### config.mk
export PLATFORM = sky130hd
export DESIGN_NAME = refraction_index_tracker_unit_flat
export DESIGN_NICKNAME = d
export VERILOG_FILES = /design/src/rtl/rit_pkg.sv /design/src/rtl/rit_in_if.sv /design/src/rtl/rit_out_if.sv /design/src/rtl/refraction_index_tracker_unit.sv /design/src/flat_wrapper.sv
export SDC_FILE = /design/constraint.sdc
export NUM_CORES = 1
export LEC_CHECK = 0
export ABC_CLOCK_PERIOD_IN_PS = 7200
export BUFFER_PORTS_ARGS = -buffer_cell sky130_fd_sc_hd__buf_2
export CAP_MARGIN = 10
export CORE_MARGIN = 4
export CORE_UTILIZATION = 30
export DETAILED_ROUTE_END_ITERATION = 12
export PLACE_DENSITY_LB_ADDON = 0.08
export SLEW_MARGIN = 20
export SYNTH_ARGS = -nofsm -noshare
export SYNTH_HDL_FRONTEND = slang
export SYNTH_SLANG_ARGS = --single-unit
### constraint.sdc
create_clock -name i_clk -period 7.2 [get_ports i_clk]
set_input_delay 1.08 -clock i_clk [delete_from_list [all_inputs] [get_ports i_clk]]
set_output_delay 1.08 -clock i_clk [all_outputs]
set_load 0.01 [all_outputs]
### src/rtl/rit_pkg.sv
// rit_pkg: field widths, the unity index constant and the list entry type
// for the refraction index tracker; depends on nothing
`default_nettype none
package rit_pkg;

    localparam int ID_W  = 8;
    localparam int IDX_W = 16;

    // 1.0 in unsigned q4.12
    localparam logic [IDX_W-1:0] INDEX_ONE = 16'd4096;

    typedef struct packed {
        logic [ID_W-1:0]  id;
        logic [IDX_W-1:0] idx;
    } t_entry;

endpackage
`default_nettype wire

### src/rtl/rit_in_if.sv
// rit_in_if: valid/ready channel for one intersection item
// depends on rit_pkg for field widths
`default_nettype none
interface rit_in_if;
    logic                     valid;
    logic                     ready;
    logic                     first;
    logic [rit_pkg::ID_W-1:0]  object_id;
    logic [rit_pkg::IDX_W-1:0] refr_index;
    logic                     is_hit;

    modport source (output valid, first, object_id, refr_index, is_hit, input ready);
    modport sink   (input valid, first, object_id, refr_index, is_hit, output ready);
endinterface
`default_nettype wire

### src/rtl/rit_out_if.sv
// rit_out_if: valid/ready channel for one n1/n2 result
// depends on rit_pkg for field widths
`default_nettype none
interface rit_out_if;
    logic                     valid;
    logic                     ready;
    logic [rit_pkg::IDX_W-1:0] n1;
    logic [rit_pkg::IDX_W-1:0] n2;
    logic                     overflow;

    modport source (output valid, n1, n2, overflow, input ready);
    modport sink   (input valid, n1, n2, overflow, output ready);
endinterface
`default_nettype wire

### src/rtl/refraction_index_tracker_unit.sv
// refraction_index_tracker_unit: ordered container list with a shared id compare
// depends on rit_pkg, rit_in_if and rit_out_if
// per item: the search reads and compares each entry in turn; a miss appends (or drops
//   when full), a match shifts later entries down and rereads the top if the last one went
// throughput: one item at a time, ready only while the sequencer is idle
// an item marked first clears the list; an item after the hit is taken and ignored
// reset: synchronous active low, list empty, result register empty
`default_nettype none
module refraction_index_tracker_unit #(
    parameter int MAX_CONTAINERS = 16
) (
    input  wire       i_clk,
    input  wire       i_rst_n,
    rit_in_if.sink    i_in,
    rit_out_if.source o_out
);
    import rit_pkg::*;

    localparam int AW = $clog2(MAX_CONTAINERS);
    localparam int CW = $clog2(MAX_CONTAINERS + 1);

    typedef enum logic [2:0] {
        S_IDLE,
        S_SRCH_RD,
        S_SRCH_CMP,
        S_SH_RD,
        S_SH_WR,
        S_TOP_RD,
        S_TOP_WAIT,
        S_FIN
    } t_state;

    t_state            r_state;
    logic [CW-1:0]     r_count;
    logic [CW-1:0]     r_pos;
    logic              r_hit_done;
    logic              r_ovf;
    logic              r_was_last;
    logic [IDX_W-1:0]  r_top;
    logic [ID_W-1:0]   r_id;
    logic [IDX_W-1:0]  r_idx;
    logic              r_is_hit;
    logic [IDX_W-1:0]  r_n1;
    logic              r_out_valid;
    logic [IDX_W-1:0]  r_out_n1;
    logic [IDX_W-1:0]  r_out_n2;
    logic              r_out_ovf;

    t_entry            r_mem [MAX_CONTAINERS];
    t_entry            r_rd_data;

    logic [CW-1:0]     w_pos_inc;
    logic [CW-1:0]     w_cnt_dec;
    logic [AW-1:0]     w_rd_addr;
    logic              w_we;
    logic [AW-1:0]     w_wa;
    t_entry            w_wd;
    logic              w_accept;
    logic              w_out_free;

    assign w_pos_inc  = r_pos + 1'b1;
    assign w_cnt_dec  = r_count - 1'b1;
    assign w_accept   = i_in.valid && i_in.ready;
    assign w_out_free = !r_out_valid || o_out.ready;

    assign i_in.ready     = (r_state == S_IDLE);
    assign o_out.valid    = r_out_valid;
    assign o_out.n1       = r_out_n1;
    assign o_out.n2       = r_out_n2;
    assign o_out.overflow = r_out_ovf;

    // ram address and write control
    always_comb begin
        w_rd_addr = r_pos[AW-1:0];
        w_we      = 1'b0;
        w_wa      = r_count[AW-1:0];
        w_wd.id   = r_id;
        w_wd.idx  = r_idx;
        case (r_state)
            S_SH_RD: begin
                w_rd_addr = w_pos_inc[AW-1:0];
            end
            S_SH_WR: begin
                w_we = 1'b1;
                w_wa = r_pos[AW-1:0];
                w_wd = r_rd_data;
            end
            S_TOP_RD: begin
                w_rd_addr = w_cnt_dec[AW-1:0];
            end
            S_SRCH_RD: begin
                w_we = (r_pos >= r_count) && (r_count < CW'(MAX_CONTAINERS));
            end
            default: begin
                w_we = 1'b0;
            end
        endcase
    end

    always_ff @(posedge i_clk) begin
        if (w_we) begin
            r_mem[w_wa] <= w_wd;
        end
        r_rd_data <= r_mem[w_rd_addr];
    end

    always_ff @(posedge i_clk) begin
        if (!i_rst_n) begin
            r_state     <= S_IDLE;
            r_count     <= '0;
            r_pos       <= '0;
            r_hit_done  <= 1'b0;
            r_ovf       <= 1'b0;
            r_was_last  <= 1'b0;
            r_top       <= INDEX_ONE;
            r_is_hit    <= 1'b0;
            r_out_valid <= 1'b0;
        end else begin
            if (r_out_valid && o_out.ready && !(r_state == S_FIN && r_is_hit)) begin
                r_out_valid <= 1'b0;
            end
            case (r_state)
                S_IDLE: begin
                    if (w_accept) begin
                        r_id     <= i_in.object_id;
                        r_idx    <= i_in.refr_index;
                        r_is_hit <= i_in.is_hit;
                        r_pos    <= '0;
                        r_n1     <= i_in.first ? INDEX_ONE : r_top;
                        if (i_in.first) begin
                            r_count    <= '0;
                            r_top      <= INDEX_ONE;
                            r_ovf      <= 1'b0;
                            r_hit_done <= 1'b0;
                            r_state    <= S_SRCH_RD;
                        end else if (!r_hit_done) begin
                            r_state <= S_SRCH_RD;
                        end
                    end
                end
                S_SRCH_RD: begin
                    if (r_pos >= r_count) begin
                        // not in the list: append or drop
                        if (r_count < CW'(MAX_CONTAINERS)) begin
                            r_count <= w_pos_inc;
                            r_top   <= r_idx;
                        end else begin
                            r_ovf <= 1'b1;
                        end
                        r_state <= S_FIN;
                    end else begin
                        r_state <= S_SRCH_CMP;
                    end
                end
                S_SRCH_CMP: begin
                    if (r_rd_data.id == r_id) begin
                        r_was_last <= (r_pos == w_cnt_dec);
                        r_state    <= S_SH_RD;
                    end else begin
                        r_pos   <= w_pos_inc;
                        r_state <= S_SRCH_RD;
                    end
                end
                S_SH_RD: begin
                    if (w_pos_inc >= r_count) begin
                        r_count <= w_cnt_dec;
                        if (w_cnt_dec == '0) begin
                            r_top   <= INDEX_ONE;
                            r_state <= S_FIN;
                        end else if (r_was_last) begin
                            r_state <= S_TOP_RD;
                        end else begin
                            r_state <= S_FIN;
                        end
                    end else begin
                        r_state <= S_SH_WR;
                    end
                end
                S_SH_WR: begin
                    r_pos   <= w_pos_inc;
                    r_state <= S_SH_RD;
                end
                S_TOP_RD: begin
                    r_state <= S_TOP_WAIT;
                end
                S_TOP_WAIT: begin
                    r_top   <= r_rd_data.idx;
                    r_state <= S_FIN;
                end
                S_FIN: begin
                    if (!r_is_hit) begin
                        r_state <= S_IDLE;
                    end else if (w_out_free) begin
                        r_out_valid <= 1'b1;
                        r_out_n1    <= r_n1;
                        r_out_n2    <= r_top;
                        r_out_ovf   <= r_ovf;
                        r_hit_done  <= 1'b1;
                        r_state     <= S_IDLE;
                    end
                end
                default: begin
                    r_state <= S_IDLE;
                end
            endcase
        end
    end

    // list never grows past its capacity
    a_count_bound: assert property (@(posedge i_clk) disable iff (!i_rst_n)
        r_count <= CW'(MAX_CONTAINERS))
        else $error("container count past capacity");

    // an empty list reports unity index
    a_empty_top: assert property (@(posedge i_clk) disable iff (!i_rst_n)
        (r_state == S_IDLE && r_count == '0) |-> (r_top == INDEX_ONE))
        else $error("empty list with non-unity top index");

    // a first item clears the per-list flags
    a_first_clears: assert property (@(posedge i_clk) disable iff (!i_rst_n)
        (w_accept && i_in.first) |=> (!r_ovf && !r_hit_done && r_count == '0))
        else $error("first item did not clear the list");

    // a new result only follows a hit item
    a_result_hit: assert property (@(posedge i_clk) disable iff (!i_rst_n)
        $rose(r_out_valid) |-> r_hit_done)
        else $error("result without hit");

    // shift loop only runs after a match inside the list
    a_shift_range: assert property (@(posedge i_clk) disable iff (!i_rst_n)
        (r_state == S_SH_WR) |-> (w_pos_inc < r_count))
        else $error("shift past end of list");

endmodule
`default_nettype wire
### src/flat_wrapper.sv
// flat-port wrapper written by rule: the top's interface ports become plain ports
module refraction_index_tracker_unit_flat import rit_pkg::*;
#(
    parameter int MAX_CONTAINERS = 16
)
  (i_clk, i_rst_n, i_in_valid, i_in_first, i_in_object_id, i_in_refr_index, i_in_is_hit, i_in_ready, o_out_valid, o_out_n1, o_out_n2, o_out_overflow, o_out_ready);
  rit_in_if i_in_i ();
  rit_out_if o_out_i ();
  input  wire i_clk;
  input  wire i_rst_n;
  input wire logic [$bits(i_in_i.valid)-1:0] i_in_valid;
  input wire logic [$bits(i_in_i.first)-1:0] i_in_first;
  input wire logic [$bits(i_in_i.object_id)-1:0] i_in_object_id;
  input wire logic [$bits(i_in_i.refr_index)-1:0] i_in_refr_index;
  input wire logic [$bits(i_in_i.is_hit)-1:0] i_in_is_hit;
  output wire logic [$bits(i_in_i.ready)-1:0] i_in_ready;
  output wire logic [$bits(o_out_i.valid)-1:0] o_out_valid;
  output wire logic [$bits(o_out_i.n1)-1:0] o_out_n1;
  output wire logic [$bits(o_out_i.n2)-1:0] o_out_n2;
  output wire logic [$bits(o_out_i.overflow)-1:0] o_out_overflow;
  input wire logic [$bits(o_out_i.ready)-1:0] o_out_ready;
  assign i_in_i.valid = i_in_valid;
  assign i_in_i.first = i_in_first;
  assign i_in_i.object_id = i_in_object_id;
  assign i_in_i.refr_index = i_in_refr_index;
  assign i_in_i.is_hit = i_in_is_hit;
  assign i_in_ready = i_in_i.ready;
  assign o_out_valid = o_out_i.valid;
  assign o_out_n1 = o_out_i.n1;
  assign o_out_n2 = o_out_i.n2;
  assign o_out_overflow = o_out_i.overflow;
  assign o_out_i.ready = o_out_ready;
  refraction_index_tracker_unit #(.MAX_CONTAINERS(MAX_CONTAINERS)) u_core (.i_clk(i_clk), .i_rst_n(i_rst_n), .i_in(i_in_i), .o_out(o_out_i));
endmodule
==> results.py <==
metrics = {
    "worst_setup_path": {
        "r2r_cells": 6,
        "r2r_slack_ns": 2.99,
        "cp_top_family": "simple AND/OR/NAND/NOR gates",
        "required_ns": 7.43,
        "path_cells": "nor2b_1 > and2_1 > nand3_1 > o22ai_1 > nand2_1 > nor2_4",
        "crit_path_top_delay_cell": "and2_1",
        "r2r_end": "u_core.r_mem[6][5]",
        "worstReg2RegStart": "u_core.r_state[0]",
        "path_max_fanout": 24,
        "cp_num_buf_inv": 0,
        "cp.arrival_ns": 4.44,
        "crit_type": "reg2reg",
        "cp-end-kind": "flop",
        "startpoint_type": "flop",
        "cpPeakStageDelay_ns": 0.84,
    },
    "detailed_routing": {
        "wl_per_cell_um": 22.0,
        "ant_nets": 0,
        "wl_mm": 53.5,
        "drc": 0,
        "num_vias": 11800,
        "first_iter_violations": 900,
        "via_per_inst": 4.85,
        "first_pass_iters": 5,
    },
    "clocking": {
        "cts_buffers": 59,
        "clkLatencyLatePin_ns": 0.61,
        "ctsResizeCount": 0,
        "cts_tree": "built",
        "cts_sinks": 515,
        "post_cts_buffers": 0,
        "hold_buffers": 0,
        "h-tree-depth": 2,
        "cts_root_buffer": "clkbuf_16",
        "cts.path.max_buffers": 3,
        "clk_pin_slew_ns": 0.06,
    },
    "synthesis": {
        "async_reset_ff_share_pct": 0,
        "netlist_instances": 1458,
        "netlist-cell-type-count": 59,
        "synth_nets": 1501,
        "seq_area_frac_synth_pct": 72.7,
        "synth_area_um2": 20500,
        "syn_area_per_cell_um2": 14.0,
        "synth-seq-cells": 515,
        "yosys.area.top_type": "edfxtp_1",
        "synth_warnings": 0,
        "synthFlopType": "edfxtp_1",
        "synth_top_area_share_pct": 67.1,
        "synth_area_leaders": "edfxtp_1, dfxtp_1, nand2_1",
        "synth_edf_count": 457,
    },
    "min_path": {
        "min_path_type": "reg2reg",
        "hold_start": "u_core.r_n1[8]",
        "min_to": "u_core.o_out.n1[8]",
        "hold_path_depth": 0,
    },
    "timing": {
        "max_freq_ghz": 0.237,
        "setup_tns_ns": 0,
        "relSlewSlack_pct": 35.5,
        "grt_setup_unrepaired": "false",
        "worst_pin_slew_ns": 0.965,
        "fin_crit_ns": 4.21,
        "setup_viol": 0,
        "drv_slew": 0,
        "hold_ws_ns": 0.421,
        "finalHoldViolations": 0,
        "skew_ns": 0.0142,
        "period_share_pct": 58.5,
    },
    "pwr": {
        "p_per_area_nw_per_um2": 419,
        "p_leak_nw": 7.92,
        "vdd_ir_drop_max_v": 0.000400,
    },
    "floorplan": {
        "die_x_um": 269,
        "start_util_pct": 30.4,
        "die_area_um2": 72400,
        "boundaryPins": 65,
        "core_region_area_um2": 67400,
        "die_h_um": 269,
        "std_cell_rows": 95,
    },
    "placed_design": {
        "gp_congestion": 0.750,
        "hpwl_mm": 31.4,
        "numPortBuffers": 64,
    },
    "finish": {
        "drive_above_1_share_pct": 16.6,
        "layout_common_cells": "edfxtp_1, nand2_1, a21oi_1",
        "area_delta_synth_final_pct": 15.6,
        "nets": 1557,
        "layout_commonest_cell": "edfxtp_1",
        "fillerInstances": 6505,
    },
    "global_route": {
        "first_global_vias": 12000,
        "antenna_found_initial": 0,
        "grt_remaining_overflow": 0,
        "track_usage_pct": 14.5,
        "grt_pass1_wl_mm": 80.5,
        "grt_start_max_net_pins": 145,
    },
    "status": {
        "status": "finished clean",
    },
    "flow_run": {
        "maxCapViolations": 0,
    },
}
## sequential cells by signal, summed over array words and instances, names as in the netlist, 3 cells and up
signal            cells
u_core.o_out.n1      16
u_core.o_out.n2      16
u_core.r_count        5
u_core.r_id           8
u_core.r_idx         16
u_core.r_mem        384
u_core.r_n1          16
u_core.r_pos          5
u_core.r_rd_data     24
u_core.r_state        3
u_core.r_top         16
## worst max-delay path by stage
stage | start | endpoint | slack [ns] | cells after the start
finish | u_core.r_state[0] | u_core.r_mem[6][5] | 2.99 | 6
global placement | u_core.r_pos[0] | u_core.r_mem[9][5] | 2.71 | 9
CTS | u_core.r_state[0] | u_core.r_mem[6][5] | 2.95 | 6
global route | u_core.r_state[0] | u_core.r_mem[6][5] | 2.63 | 6
detailed placement | u_core.r_state[0] | u_core.r_mem[2][5] | 2.94 | 6
floorplan | i_rst_n | u_core.o_out.n1[0] | 2.83 | 3
## cells in the mapped netlist, drive strengths merged, types with 2 or more instances
cell / n
a211oi: 4
o31ai: 2
a32oi: 23
nand2b: 6
and2: 4
clkbuf: 32
nor2: 41
xnor2: 13
o21a: 2
dfxtp: 58
o22ai: 51
a22oi: 40
a21oi: 115
or2: 2
and3: 2
a221oi: 4
edfxtp: 457
nor3: 34
a211o: 2
a21o: 5
xor2: 4
or3: 4
mux2: 47
o2bb2ai: 16
nand4: 5
o21ai: 6
a2111oi: 2
buf: 53
mux2i: 29
nor2b: 21
a31oi: 10
nand3: 36
ha: 13
nor3b: 2
nand2: 292
inv: 11
## layer usage
layer / global-route usage [%] / vias up / share of wire, %
met2: 22.5 / 216 / 44
li1: - / 5606 / -
met4: 3.73 / 0 / 1.9
met5: 0 / - / 0
met1: 21.3 / 5946 / 50
met3: 2.21 / 63 / 3.6
## kinds of logic (layout without fill, tap and decap cells)
| logic type | Yosys count | after routing | share of synthesized area, % |
|---|---|---|---|
| AO/OA/AOI/OAI | 290 | 290 | 9.34 |
| XOR/XNOR | 17 | 17 | 0.728 |
| adder cells (fa/ha/maj) | 13 | 13 | 0.795 |
| buffers and inverters | 97 | 202 | 2.44 |
| flip-flops | 515 | 515 | 72.7 |
| multiplexers | 76 | 76 | 4.01 |
| other | 0 | 1 | 0 |
| AND/OR/NAND/NOR | 450 | 450 | 9.95 |
## cell type report
| cell class | instances | area (um2) | share of cell area [%] |
|---|---|---|---|
| clock buffers | 77 | 1630 | 6.87 |
| inverters | 12 | 45.0 | 0.190 |
| flip-flops and latches | 515 | 14900 | 62.9 |
| diodes | 1 | 2.50 | 0.0106 |
| well taps | 873 | 1090 | 4.62 |
| repair buffers | 80 | 465 | 1.97 |
| multi-input cells | 846 | 5250 | 22.2 |
| clock inverters | 33 | 297 | 1.25 |
## power by group
part	internal [W]	switching (W)
Sequential	0.00382	0.000166
Clock	0.00176	0.00121
Combinational	0.000905	0.00205
Total	0.00649	0.00343
## through the flow
step	setup WS, ns	cells	total power, W	area (um2)	util (%)
3_5_place_dp	2.94	2326	0.00706	21700	32.3
3_3_place_gp	2.71	2326	0.00704	21700	32.2
4_1_cts	2.95	2436	0.0101	23700	35.1
6_report	2.99	2437	0.00992	23700	35.1
5_1_grt	2.63	2436	0.0105	23700	35.1
2_1_floorplan	2.83	1458	0.00604	20500	-
No activity file was read; power rests on OpenSTA's default activity.
